**src/hdl/ald_pkg.sv**
```systemverilog
// Shared types and constants for the resistor-ladder option decoder.
// Used by ald_ctrl, ald_dp and analog_ladder_option_decoder_unit; no dependencies.
package ald_pkg;

    // Converter word and derived widths
    localparam int SAMPLE_BITS = 10;
    localparam int FULL_SCALE  = 1 << SAMPLE_BITS;
    localparam int SUM_W       = SAMPLE_BITS + 4;   // holds up to 16 full-scale samples
    localparam int LOW_W       = SAMPLE_BITS + 1;   // minimum tracker starts at full scale
    localparam int DIV_W       = 5;                 // divisor up to 16
    localparam int DCNT_W      = $clog2(SUM_W);
    localparam int PT_W        = SAMPLE_BITS + 2;   // step points plus half-window
    localparam int ZONE_W      = SAMPLE_BITS - 1;
    localparam int OPT_W       = 4;

    // Configuration port
    localparam int CFG_W     = 10;
    localparam int CFG_IDX_W = 2;
    localparam logic [CFG_IDX_W-1:0] REG_OPTION_COUNT = 2'd0;
    localparam logic [CFG_IDX_W-1:0] REG_SPREAD_LIMIT = 2'd1;

    localparam logic [OPT_W-1:0] OPTION_COUNT_RST = 4'd4;
    localparam logic [CFG_W-1:0] SPREAD_LIMIT_RST = 10'd50;

    // Controller to datapath commands
    typedef struct packed {
        logic accept;
        logic load_mean;
        logic load_step;
        logic div_step;
        logic search_init;
        logic search_step;
        logic out_load;
    } ald_cmd_t;

    // Datapath to controller status
    typedef struct packed {
        logic last_sample;
        logic div_last;
        logic hit;
        logic at_top;
        logic out_free;
    } ald_status_t;

endpackage

```
**src/hdl/analog_ladder_option_decoder_unit.sv**
```systemverilog
// Top level of the resistor-ladder option decoder: controller plus datapath.
// Depends on ald_pkg, ald_ctrl and ald_dp.
//
//   channel  direction  handshake           payload
//   in       input      in_valid/in_stall   adc_sample
//   out      output     out_valid/out_stall option_index, batch_value, was_noisy
//   cfg      input      cfg_we              cfg_index, cfg_data
//
// A sample that does not end a batch is only accumulated. The last sample of a
// batch is followed by the mean, the divider load, the restoring divider for the
// step size, the start of the window search and a walk over the options searched;
// the input stalls until the search misses or its result is loaded.
// Reset is asynchronous and active low; the batch restarts empty.
// A result waiting under out_stall still lets samples in; only a new result
// waits for the output word to be taken.
module analog_ladder_option_decoder_unit #(
    parameter int SAMPLES_PER_READ = 10,
    parameter int MAX_OPTIONS      = 16
) (
    input  logic                             clk,
    input  logic                             rst_n,
    input  logic                             in_valid,
    output logic                             in_stall,
    input  logic [ald_pkg::SAMPLE_BITS-1:0]  adc_sample,
    output logic                             out_valid,
    input  logic                             out_stall,
    output logic [ald_pkg::OPT_W-1:0]        option_index,
    output logic [ald_pkg::SAMPLE_BITS-1:0]  batch_value,
    output logic                             was_noisy,
    input  logic                             cfg_we,
    input  logic [ald_pkg::CFG_IDX_W-1:0]    cfg_index,
    input  logic [ald_pkg::CFG_W-1:0]        cfg_data
);
    import ald_pkg::*;

    ald_cmd_t    cmd;
    ald_status_t status;

    ald_ctrl u_ctrl (
        .clk      (clk),
        .rst_n    (rst_n),
        .in_valid (in_valid),
        .in_stall (in_stall),
        .status   (status),
        .cmd      (cmd)
    );

    ald_dp #(
        .SAMPLES_PER_READ (SAMPLES_PER_READ),
        .MAX_OPTIONS      (MAX_OPTIONS)
    ) u_dp (
        .clk          (clk),
        .rst_n        (rst_n),
        .cmd          (cmd),
        .status       (status),
        .adc_sample   (adc_sample),
        .cfg_we       (cfg_we),
        .cfg_index    (cfg_index),
        .cfg_data     (cfg_data),
        .out_valid    (out_valid),
        .out_stall    (out_stall),
        .option_index (option_index),
        .batch_value  (batch_value),
        .was_noisy    (was_noisy)
    );

endmodule

```
**src/hdl/ald_ctrl.sv**
```systemverilog
// Sequencer for the option decoder: batch collection, mean, step division, window search.
// Depends on ald_pkg for the command and status structs.
module ald_ctrl (
    input  logic                clk,
    input  logic                rst_n,
    input  logic                in_valid,
    output logic                in_stall,
    input  ald_pkg::ald_status_t status,
    output ald_pkg::ald_cmd_t    cmd
);
    import ald_pkg::*;

    typedef enum logic [2:0] {
        S_IDLE,
        S_MEAN_LOAD,
        S_STEP_LOAD,
        S_STEP_DIV,
        S_SEARCH_INIT,
        S_SEARCH,
        S_EMIT
    } state_t;

    state_t state_reg, state_next;
    logic   in_stall_reg;

    // Decode next state and commands
    always_comb
    begin
        state_next = state_reg;
        cmd        = '0;
        case (state_reg)
            S_IDLE:
            begin
                if (in_valid && !in_stall_reg)
                begin
                    cmd.accept = 1'b1;
                    if (status.last_sample)
                        state_next = S_MEAN_LOAD;
                end
            end
            S_MEAN_LOAD:
            begin
                cmd.load_mean = 1'b1;
                state_next    = S_STEP_LOAD;
            end
            S_STEP_LOAD:
            begin
                cmd.load_step = 1'b1;
                state_next    = S_STEP_DIV;
            end
            S_STEP_DIV:
            begin
                cmd.div_step = 1'b1;
                if (status.div_last)
                    state_next = S_SEARCH_INIT;
            end
            S_SEARCH_INIT:
            begin
                cmd.search_init = 1'b1;
                state_next      = S_SEARCH;
            end
            S_SEARCH:
            begin
                if (status.hit)
                    state_next = S_EMIT;
                else if (status.at_top)
                    state_next = S_IDLE;
                else
                    cmd.search_step = 1'b1;
            end
            S_EMIT:
            begin
                if (status.out_free)
                begin
                    cmd.out_load = 1'b1;
                    state_next   = S_IDLE;
                end
            end
            default:
            begin
                state_next = S_IDLE;
            end
        endcase
    end

    // Hold state and the registered input stall
    always_ff @(posedge clk or negedge rst_n)
    begin
        if (!rst_n)
        begin
            state_reg    <= S_IDLE;
            in_stall_reg <= 1'b0;
        end
        else
        begin
            state_reg    <= state_next;
            in_stall_reg <= (state_next != S_IDLE);
        end
    end

    assign in_stall = in_stall_reg;

`ifndef ASSERT_OFF
    a_last_starts_mean: assert property (@(posedge clk) disable iff (!rst_n)
        (cmd.accept && status.last_sample) |=> cmd.load_mean)
        else $error("batch end did not start the mean");

    a_emit_needs_room: assert property (@(posedge clk) disable iff (!rst_n)
        cmd.out_load |-> status.out_free)
        else $error("result loaded over a word still waiting");

    a_search_step_no_hit: assert property (@(posedge clk) disable iff (!rst_n)
        cmd.search_step |-> (!status.hit && !status.at_top))
        else $error("search advanced past a hit or the last option");
`endif

endmodule

```
**src/hdl/ald_dp.sv**
```systemverilog
// Datapath for the option decoder: batch accumulators, reciprocal multiply for the
// mean, restoring divider for the step size, window search and the output word
// register. Depends on ald_pkg.
module ald_dp #(
    parameter int SAMPLES_PER_READ = 10,
    parameter int MAX_OPTIONS      = 16
) (
    input  logic                             clk,
    input  logic                             rst_n,
    input  ald_pkg::ald_cmd_t                cmd,
    output ald_pkg::ald_status_t             status,
    input  logic [ald_pkg::SAMPLE_BITS-1:0]  adc_sample,
    input  logic                             cfg_we,
    input  logic [ald_pkg::CFG_IDX_W-1:0]    cfg_index,
    input  logic [ald_pkg::CFG_W-1:0]        cfg_data,
    output logic                             out_valid,
    input  logic                             out_stall,
    output logic [ald_pkg::OPT_W-1:0]        option_index,
    output logic [ald_pkg::SAMPLE_BITS-1:0]  batch_value,
    output logic                             was_noisy
);
    import ald_pkg::*;

    localparam int CNT_W = $clog2(SAMPLES_PER_READ + 1);
    localparam logic [CNT_W-1:0] CNT_LAST   = CNT_W'(SAMPLES_PER_READ - 1);
    localparam logic [CNT_W-1:0] CNT_FULL   = CNT_W'(SAMPLES_PER_READ);
    localparam logic [OPT_W-1:0] OPTION_CAP = OPT_W'(MAX_OPTIONS - 1);

    // Mean by reciprocal: exact for every sum below 2^SUM_W and batch length up to 16
    localparam int MEAN_SHIFT = SUM_W + 4;
    localparam int MEAN_RECIP = ((1 << MEAN_SHIFT) + SAMPLES_PER_READ - 1) / SAMPLES_PER_READ;
    localparam int PROD_W     = SUM_W + MEAN_SHIFT + 1;

    // Configuration registers
    logic [OPT_W-1:0] option_count_reg;
    logic [CFG_W-1:0] spread_limit_reg;

    // Batch accumulators
    logic [CNT_W-1:0]       count_reg;
    logic [SUM_W-1:0]       sum_reg;
    logic [LOW_W-1:0]       low_reg;
    logic [SAMPLE_BITS-1:0] high_reg;

    // Divider
    logic [SUM_W-1:0]  quo_reg, quo_next;
    logic [DIV_W-1:0]  rem_reg, rem_next;
    logic [DIV_W-1:0]  divisor_reg;
    logic [DCNT_W-1:0] dcnt_reg;
    logic [DIV_W:0]    rem_shift;
    logic              rem_ge;

    // Mean
    logic [PROD_W-1:0] mean_prod;

    // Search
    logic                   noisy_reg;
    logic [SAMPLE_BITS-1:0] value_reg;
    logic [SAMPLE_BITS:0]   step_reg;
    logic [ZONE_W-1:0]      zone_reg;
    logic [PT_W-1:0]        point_reg;
    logic [OPT_W-1:0]       k_reg;
    logic [OPT_W-1:0]       top_reg;
    logic [PT_W-1:0]        value_ext, zone_ext;

    // Output word
    logic                   out_valid_reg;
    logic [OPT_W-1:0]       option_index_reg;
    logic [SAMPLE_BITS-1:0] batch_value_reg;
    logic                   was_noisy_reg;

    logic [LOW_W-1:0] sample_ext;
    logic [LOW_W-1:0] spread;
    logic             noisy_now;

    assign sample_ext = {1'b0, adc_sample};
    assign spread     = {1'b0, high_reg} - low_reg;
    assign noisy_now  = spread > {1'b0, spread_limit_reg};

    // Truncated mean of the batch sum
    assign mean_prod = PROD_W'(sum_reg) * PROD_W'(MEAN_RECIP);

    // One restoring divider step
    assign rem_shift = {rem_reg, quo_reg[SUM_W-1]};
    assign rem_ge    = rem_shift >= {1'b0, divisor_reg};
    always_comb
    begin
        quo_next = {quo_reg[SUM_W-2:0], rem_ge};
        if (rem_ge)
            rem_next = DIV_W'(rem_shift - {1'b0, divisor_reg});
        else
            rem_next = rem_shift[DIV_W-1:0];
    end

    // Window test at the current step point
    assign value_ext = PT_W'(value_reg);
    assign zone_ext  = PT_W'(zone_reg);

    always_comb
    begin
        status.last_sample = (count_reg == CNT_LAST);
        status.div_last    = (dcnt_reg == '0);
        status.hit         = ((value_ext + zone_ext) > point_reg)
                          && (value_ext < (point_reg + zone_ext));
        status.at_top      = (k_reg == top_reg);
        status.out_free    = !out_valid_reg || !out_stall;
    end

    // Write configuration registers; ignore unknown indexes
    always_ff @(posedge clk or negedge rst_n)
    begin
        if (!rst_n)
        begin
            option_count_reg <= OPTION_COUNT_RST;
            spread_limit_reg <= SPREAD_LIMIT_RST;
        end
        else if (cfg_we)
        begin
            case (cfg_index)
                REG_OPTION_COUNT: option_count_reg <= cfg_data[OPT_W-1:0];
                REG_SPREAD_LIMIT: spread_limit_reg <= cfg_data;
                default:          ;
            endcase
        end
    end

    // Accumulate the batch; clear it when the mean is taken
    always_ff @(posedge clk or negedge rst_n)
    begin
        if (!rst_n)
        begin
            count_reg <= '0;
            sum_reg   <= '0;
            low_reg   <= LOW_W'(FULL_SCALE);
            high_reg  <= '0;
        end
        else if (cmd.load_mean)
        begin
            count_reg <= '0;
            sum_reg   <= '0;
            low_reg   <= LOW_W'(FULL_SCALE);
            high_reg  <= '0;
        end
        else if (cmd.accept)
        begin
            count_reg <= count_reg + CNT_W'(1);
            sum_reg   <= sum_reg + SUM_W'(adc_sample);
            if (sample_ext < low_reg)
                low_reg <= sample_ext;
            if (adc_sample > high_reg)
                high_reg <= adc_sample;
        end
    end

    // Latch the batch value and noise flag; load and advance the step divider
    always_ff @(posedge clk)
    begin
        if (cmd.load_mean)
        begin
            value_reg <= noisy_now ? '0 : mean_prod[MEAN_SHIFT +: SAMPLE_BITS];
            noisy_reg <= noisy_now;
        end
        else if (cmd.load_step)
        begin
            quo_reg     <= SUM_W'(FULL_SCALE);
            rem_reg     <= '0;
            divisor_reg <= DIV_W'(option_count_reg) + DIV_W'(1);
            dcnt_reg    <= DCNT_W'(SUM_W - 1);
        end
        else if (cmd.div_step)
        begin
            quo_reg  <= quo_next;
            rem_reg  <= rem_next;
            dcnt_reg <= dcnt_reg - DCNT_W'(1);
        end
    end

    // Walk the step points one option a cycle
    always_ff @(posedge clk)
    begin
        if (cmd.search_init)
        begin
            step_reg  <= quo_reg[SAMPLE_BITS:0];
            zone_reg  <= quo_reg[SAMPLE_BITS:2];
            point_reg <= '0;
            k_reg     <= '0;
            top_reg   <= (option_count_reg > OPTION_CAP) ? OPTION_CAP : option_count_reg;
        end
        else if (cmd.search_step)
        begin
            point_reg <= point_reg + PT_W'(step_reg);
            k_reg     <= k_reg + OPT_W'(1);
        end
    end

    // Hold the result word until taken
    always_ff @(posedge clk or negedge rst_n)
    begin
        if (!rst_n)
            out_valid_reg <= 1'b0;
        else if (cmd.out_load)
            out_valid_reg <= 1'b1;
        else if (!out_stall)
            out_valid_reg <= 1'b0;
    end

    always_ff @(posedge clk)
    begin
        if (cmd.out_load)
        begin
            option_index_reg <= k_reg;
            batch_value_reg  <= value_reg;
            was_noisy_reg    <= noisy_reg;
        end
    end

    assign out_valid    = out_valid_reg;
    assign option_index = option_index_reg;
    assign batch_value  = batch_value_reg;
    assign was_noisy    = was_noisy_reg;

`ifndef ASSERT_OFF
    a_count_in_range: assert property (@(posedge clk) disable iff (!rst_n)
        count_reg <= CNT_FULL)
        else $error("batch counter ran past the batch length");

    a_low_below_high: assert property (@(posedge clk) disable iff (!rst_n)
        (count_reg != '0) |-> (low_reg <= {1'b0, high_reg}))
        else $error("batch minimum above batch maximum");

    a_out_held: assert property (@(posedge clk) disable iff (!rst_n)
        (out_valid_reg && out_stall) |=> out_valid_reg)
        else $error("stalled output word dropped");
`endif

endmodule

```
**config.mk**
```make
export PLATFORM = sky130hd
export DESIGN_NAME = analog_ladder_option_decoder_unit
export DESIGN_NICKNAME = d
export VERILOG_FILES = /design/src/hdl/ald_pkg.sv /design/src/hdl/analog_ladder_option_decoder_unit.sv /design/src/hdl/ald_ctrl.sv /design/src/hdl/ald_dp.sv
export SDC_FILE = /design/constraint.sdc
export NUM_CORES = 1
export LEC_CHECK = 0
export BUFFER_PORTS_ARGS = -buffer_cell sky130_fd_sc_hd__buf_2
export CAP_MARGIN = 20
export CORE_MARGIN = 5
export CORE_UTILIZATION = 55
export DETAILED_ROUTE_END_ITERATION = 8
export GPL_ROUTABILITY_DRIVEN = 1
export PLACE_DENSITY = 0.76
export SLEW_MARGIN = 20
export SYNTH_ARGS = -nofsm -noshare
export SYNTH_HDL_FRONTEND = slang
export SYNTH_HIERARCHICAL = 1
export SYNTH_SLANG_ARGS = --single-unit
```
**constraint.sdc**
```tcl
create_clock -name clk -period 6.6 [get_ports clk]
set_clock_uncertainty 0.05 [all_clocks]
set_input_delay 0.99 -clock clk [delete_from_list [all_inputs] [get_ports clk]]
set_output_delay 0.99 -clock clk [all_outputs]
set_load 0.05 [all_outputs]
```
==> reports/results.ini <==
[status]
status = completed

[setup_path]
worstPathArrival_ns = 5.72
crit_buf_inv = 2
rr_startpoint = u_dp/sum_reg[11]
worst_setup_path_end_kind = flop
crit_type = flop to flop
reg2reg_slack_ns = 0.99
worstReg2RegEnd = u_dp/value_reg[8]
reg2reg_depth = 16
crit_family = adder cells
critical_path_required_ns = 6.71
cp-startpoint = u_dp/sum_reg[11]
slowest_stage = fa_1
cp_max_fo = 5
slowest_delay_ns = 0.58
crit_chain = fa_1, inv_1, fa_1, fa_1, fa_1, inv_1, fa_1, fa_1, ha_1, a21oi_1, o21ai_0, a22o_4, o21ai_0, a21boi_0, nor3_1, nor3_1
worst_path_most_repeated_cell = fa_1
start_kind = flop

[synth]
synth-adder-area-share_pct = 31.5
synth-compound-area-share_pct = 10.4
ys.flop_type = edfxtp_1
synth_area_um2 = 12300
ys.warnings.count = 6
yosysSeqAreaShare_pct = 31.2
async_reset_ff_share_pct = 40.6
yosysUniqueCellTypes = 72
ys_ff_latch = 143
synth_top_family_by_area = adder cells
syn_area_per_cell_um2 = 10.2
synthCells = 1212
syn_nets = 1510
synthSimpleGateAreaFrac_pct = 11.8
synthMuxAreaShare_pct = 4.11
synth-edff-count = 69
synth_xor_area_share_pct = 4.39

[floorplan]
fp.dieH_um = 160
boundaryPins = 44
die_w_um = 160
rows = 54
start_util_pct = 56.2
die-area_um2 = 25500
coreArea_um2 = 22000

[global_route]
grt_usage_pct = 20.0
grt_pass1_vias = 8785
grt_max_degree = 65
antenna_found_initial = 0
grt_pass1_wl_um = 42300
grt_overflow = 0

[pwr]
pwr-share-comb_pct = 49.5
p_seq_share_pct = 30.7
clkPwrFrac_pct = 19.8
vdd_drop_max_mv = 0.174
powerDensity_nw_per_um2 = 354
intPower_mw = 2.79
p_leak_nw = 6.57
power_switching_mw = 1.96
swShare_pct = 41.3
p_total_mw = 4.75

[detailed_routing]
drt_iter0_markers = 439
ant_nets = 0
num_vias = 8560
wire_per_inst_um = 15.9
vias_per_cell = 5.53
wirelength_um = 24700
drtPass1Iterations = 6
drc = 0

[hold_path]
worstHoldEndpoint = u_dp/was_noisy
hp-start = u_dp/noisy_reg
hold_depth = 0
hp-class = flop to flop

[sta]
tightest_slew_ns = 0.916
drv_slew = 0
tns_ns = 0
finalCritPeriodShare_pct = 84.9
fmax_ghz = 0.178
post-route-min-period_ns = 5.61
hold_viol_final = 0
rsz0062_at_grt = no
setup_viol_count_final = 0
relSlewSlack_pct = 38.5

[clock_network]
cts_buffers = 17
cts_resized = 0
postCtsSetupBuffers = 0
insertion_delay_ns = 0.42
cts_tree = done
clk_transition_reported_paths_ns = 0.07
cts_sinks = 143
htreeDepth = 4
cts_buffer_depth = 2
cts-root-buf = clkbuf_16
cts_hold_buf = 0

[cells_and_area]
fin_nets = 1552
design_area_um2 = 13400
regArea_um2 = 3850
final_common_cell = ha_1
final_cell_mix = ha_1, inv_1, nor2_1
syn_to_final_growth_pct = 8.72
n_fill_cell = 1766
multi_input_area_um2 = 7680
antenna_cells = 0
drive_above_1_share_pct = 9.79
fin_util_pct = 61.1

[run]
max-cap-violations = 0

[place]
io_buffers = 43
gp_congestion = 0.904
place_hpwl_um = 19500
placed_area_um2 = 12800

## power groups by stage
stage               Clock (mW)  Sequential, mW  Combinational, mW
finish                   0.941            1.46               2.35
global route              1.00            1.49               2.70
CTS                      0.960            1.46               2.37
detailed placement           0            1.47               2.35
global placement             0            1.47               2.26
floorplan                    0            1.41               1.84
## cell type report
type / count / area share [%]
tap: 280 / 2.61
clock inverter: 14 / 1.11
clock buffer: 18 / 3.20
multi-input combinational: 855 / 57.2
sequential: 143 / 28.7
timing repair buffer: 48 / 1.88
inverter: 189 / 5.28
## worst max path at each step
stage / end / cells after the start
after floorplan: u_dp/value_reg[3] / 18
after global placement: u_dp/value_reg[3] / 18
after detailed placement: u_dp/value_reg[3] / 16
after CTS: u_dp/value_reg[3] / 16
after global routing: u_dp/value_reg[8] / 18
final: u_dp/value_reg[8] / 16
## stage by stage
stage          hold slack (ns)  setup WS [ns]  instances
4_1_cts                  0.389           1.00       1547
3_5_place_dp             0.376          0.991       1515
2_1_floorplan            0.350           1.19       1212
6_report                 0.388          0.994       1547
5_1_grt                  0.393          0.605       1547
3_3_place_gp             0.376           1.05       1515
## kinds of logic (layout without fill, tap and decap cells)
family                     Yosys count  after routing
muxes                               49             49
and+or+nand+nor                    279            279
DFF                                143            143
buffers and inverters              214            269
adders and majority gates          271            271
xor gates and xnor gates            61             61
AOI/OAI and AO/OA                  195            195
## layer usage
layer	wire length (um)	track usage [%]
met1	11300	26.4
met4	477	5.48
met2	12000	34.0
met5	0	0
met3	918	3.84
## cells in the mapped netlist (all sizes together) (6+ instances only)
cell type	instances	share of area, %
ha	205	21
inv	188	5.7
nor2	83	2.5
edfxtp	69	17
fa	66	11
a21oi	59	2.5
dfrtp	53	11
nand2	45	1.4
xnor2	38	2.8
o21ai	36	1.5
mux2i	35	2.8
a21o	29	1.8
nand2b	29	1.5
nor2b	28	1.4
xor2	23	1.6
clkbuf	17	0.52
dfxtp	16	2.6
nor3	16	0.65
mux2	14	1.3
nand3	13	0.53
nand4	12	0.61
a211oi	11	0.67
or3	10	0.55
nand3b	9	0.55
buf	8	0.43
nor4	8	0.51
o21a	8	0.49
o211ai	7	0.43
o21bai	7	0.43
and3	6	0.40
or2	6	0.30
No activity file was read; power rests on OpenSTA's default activity.
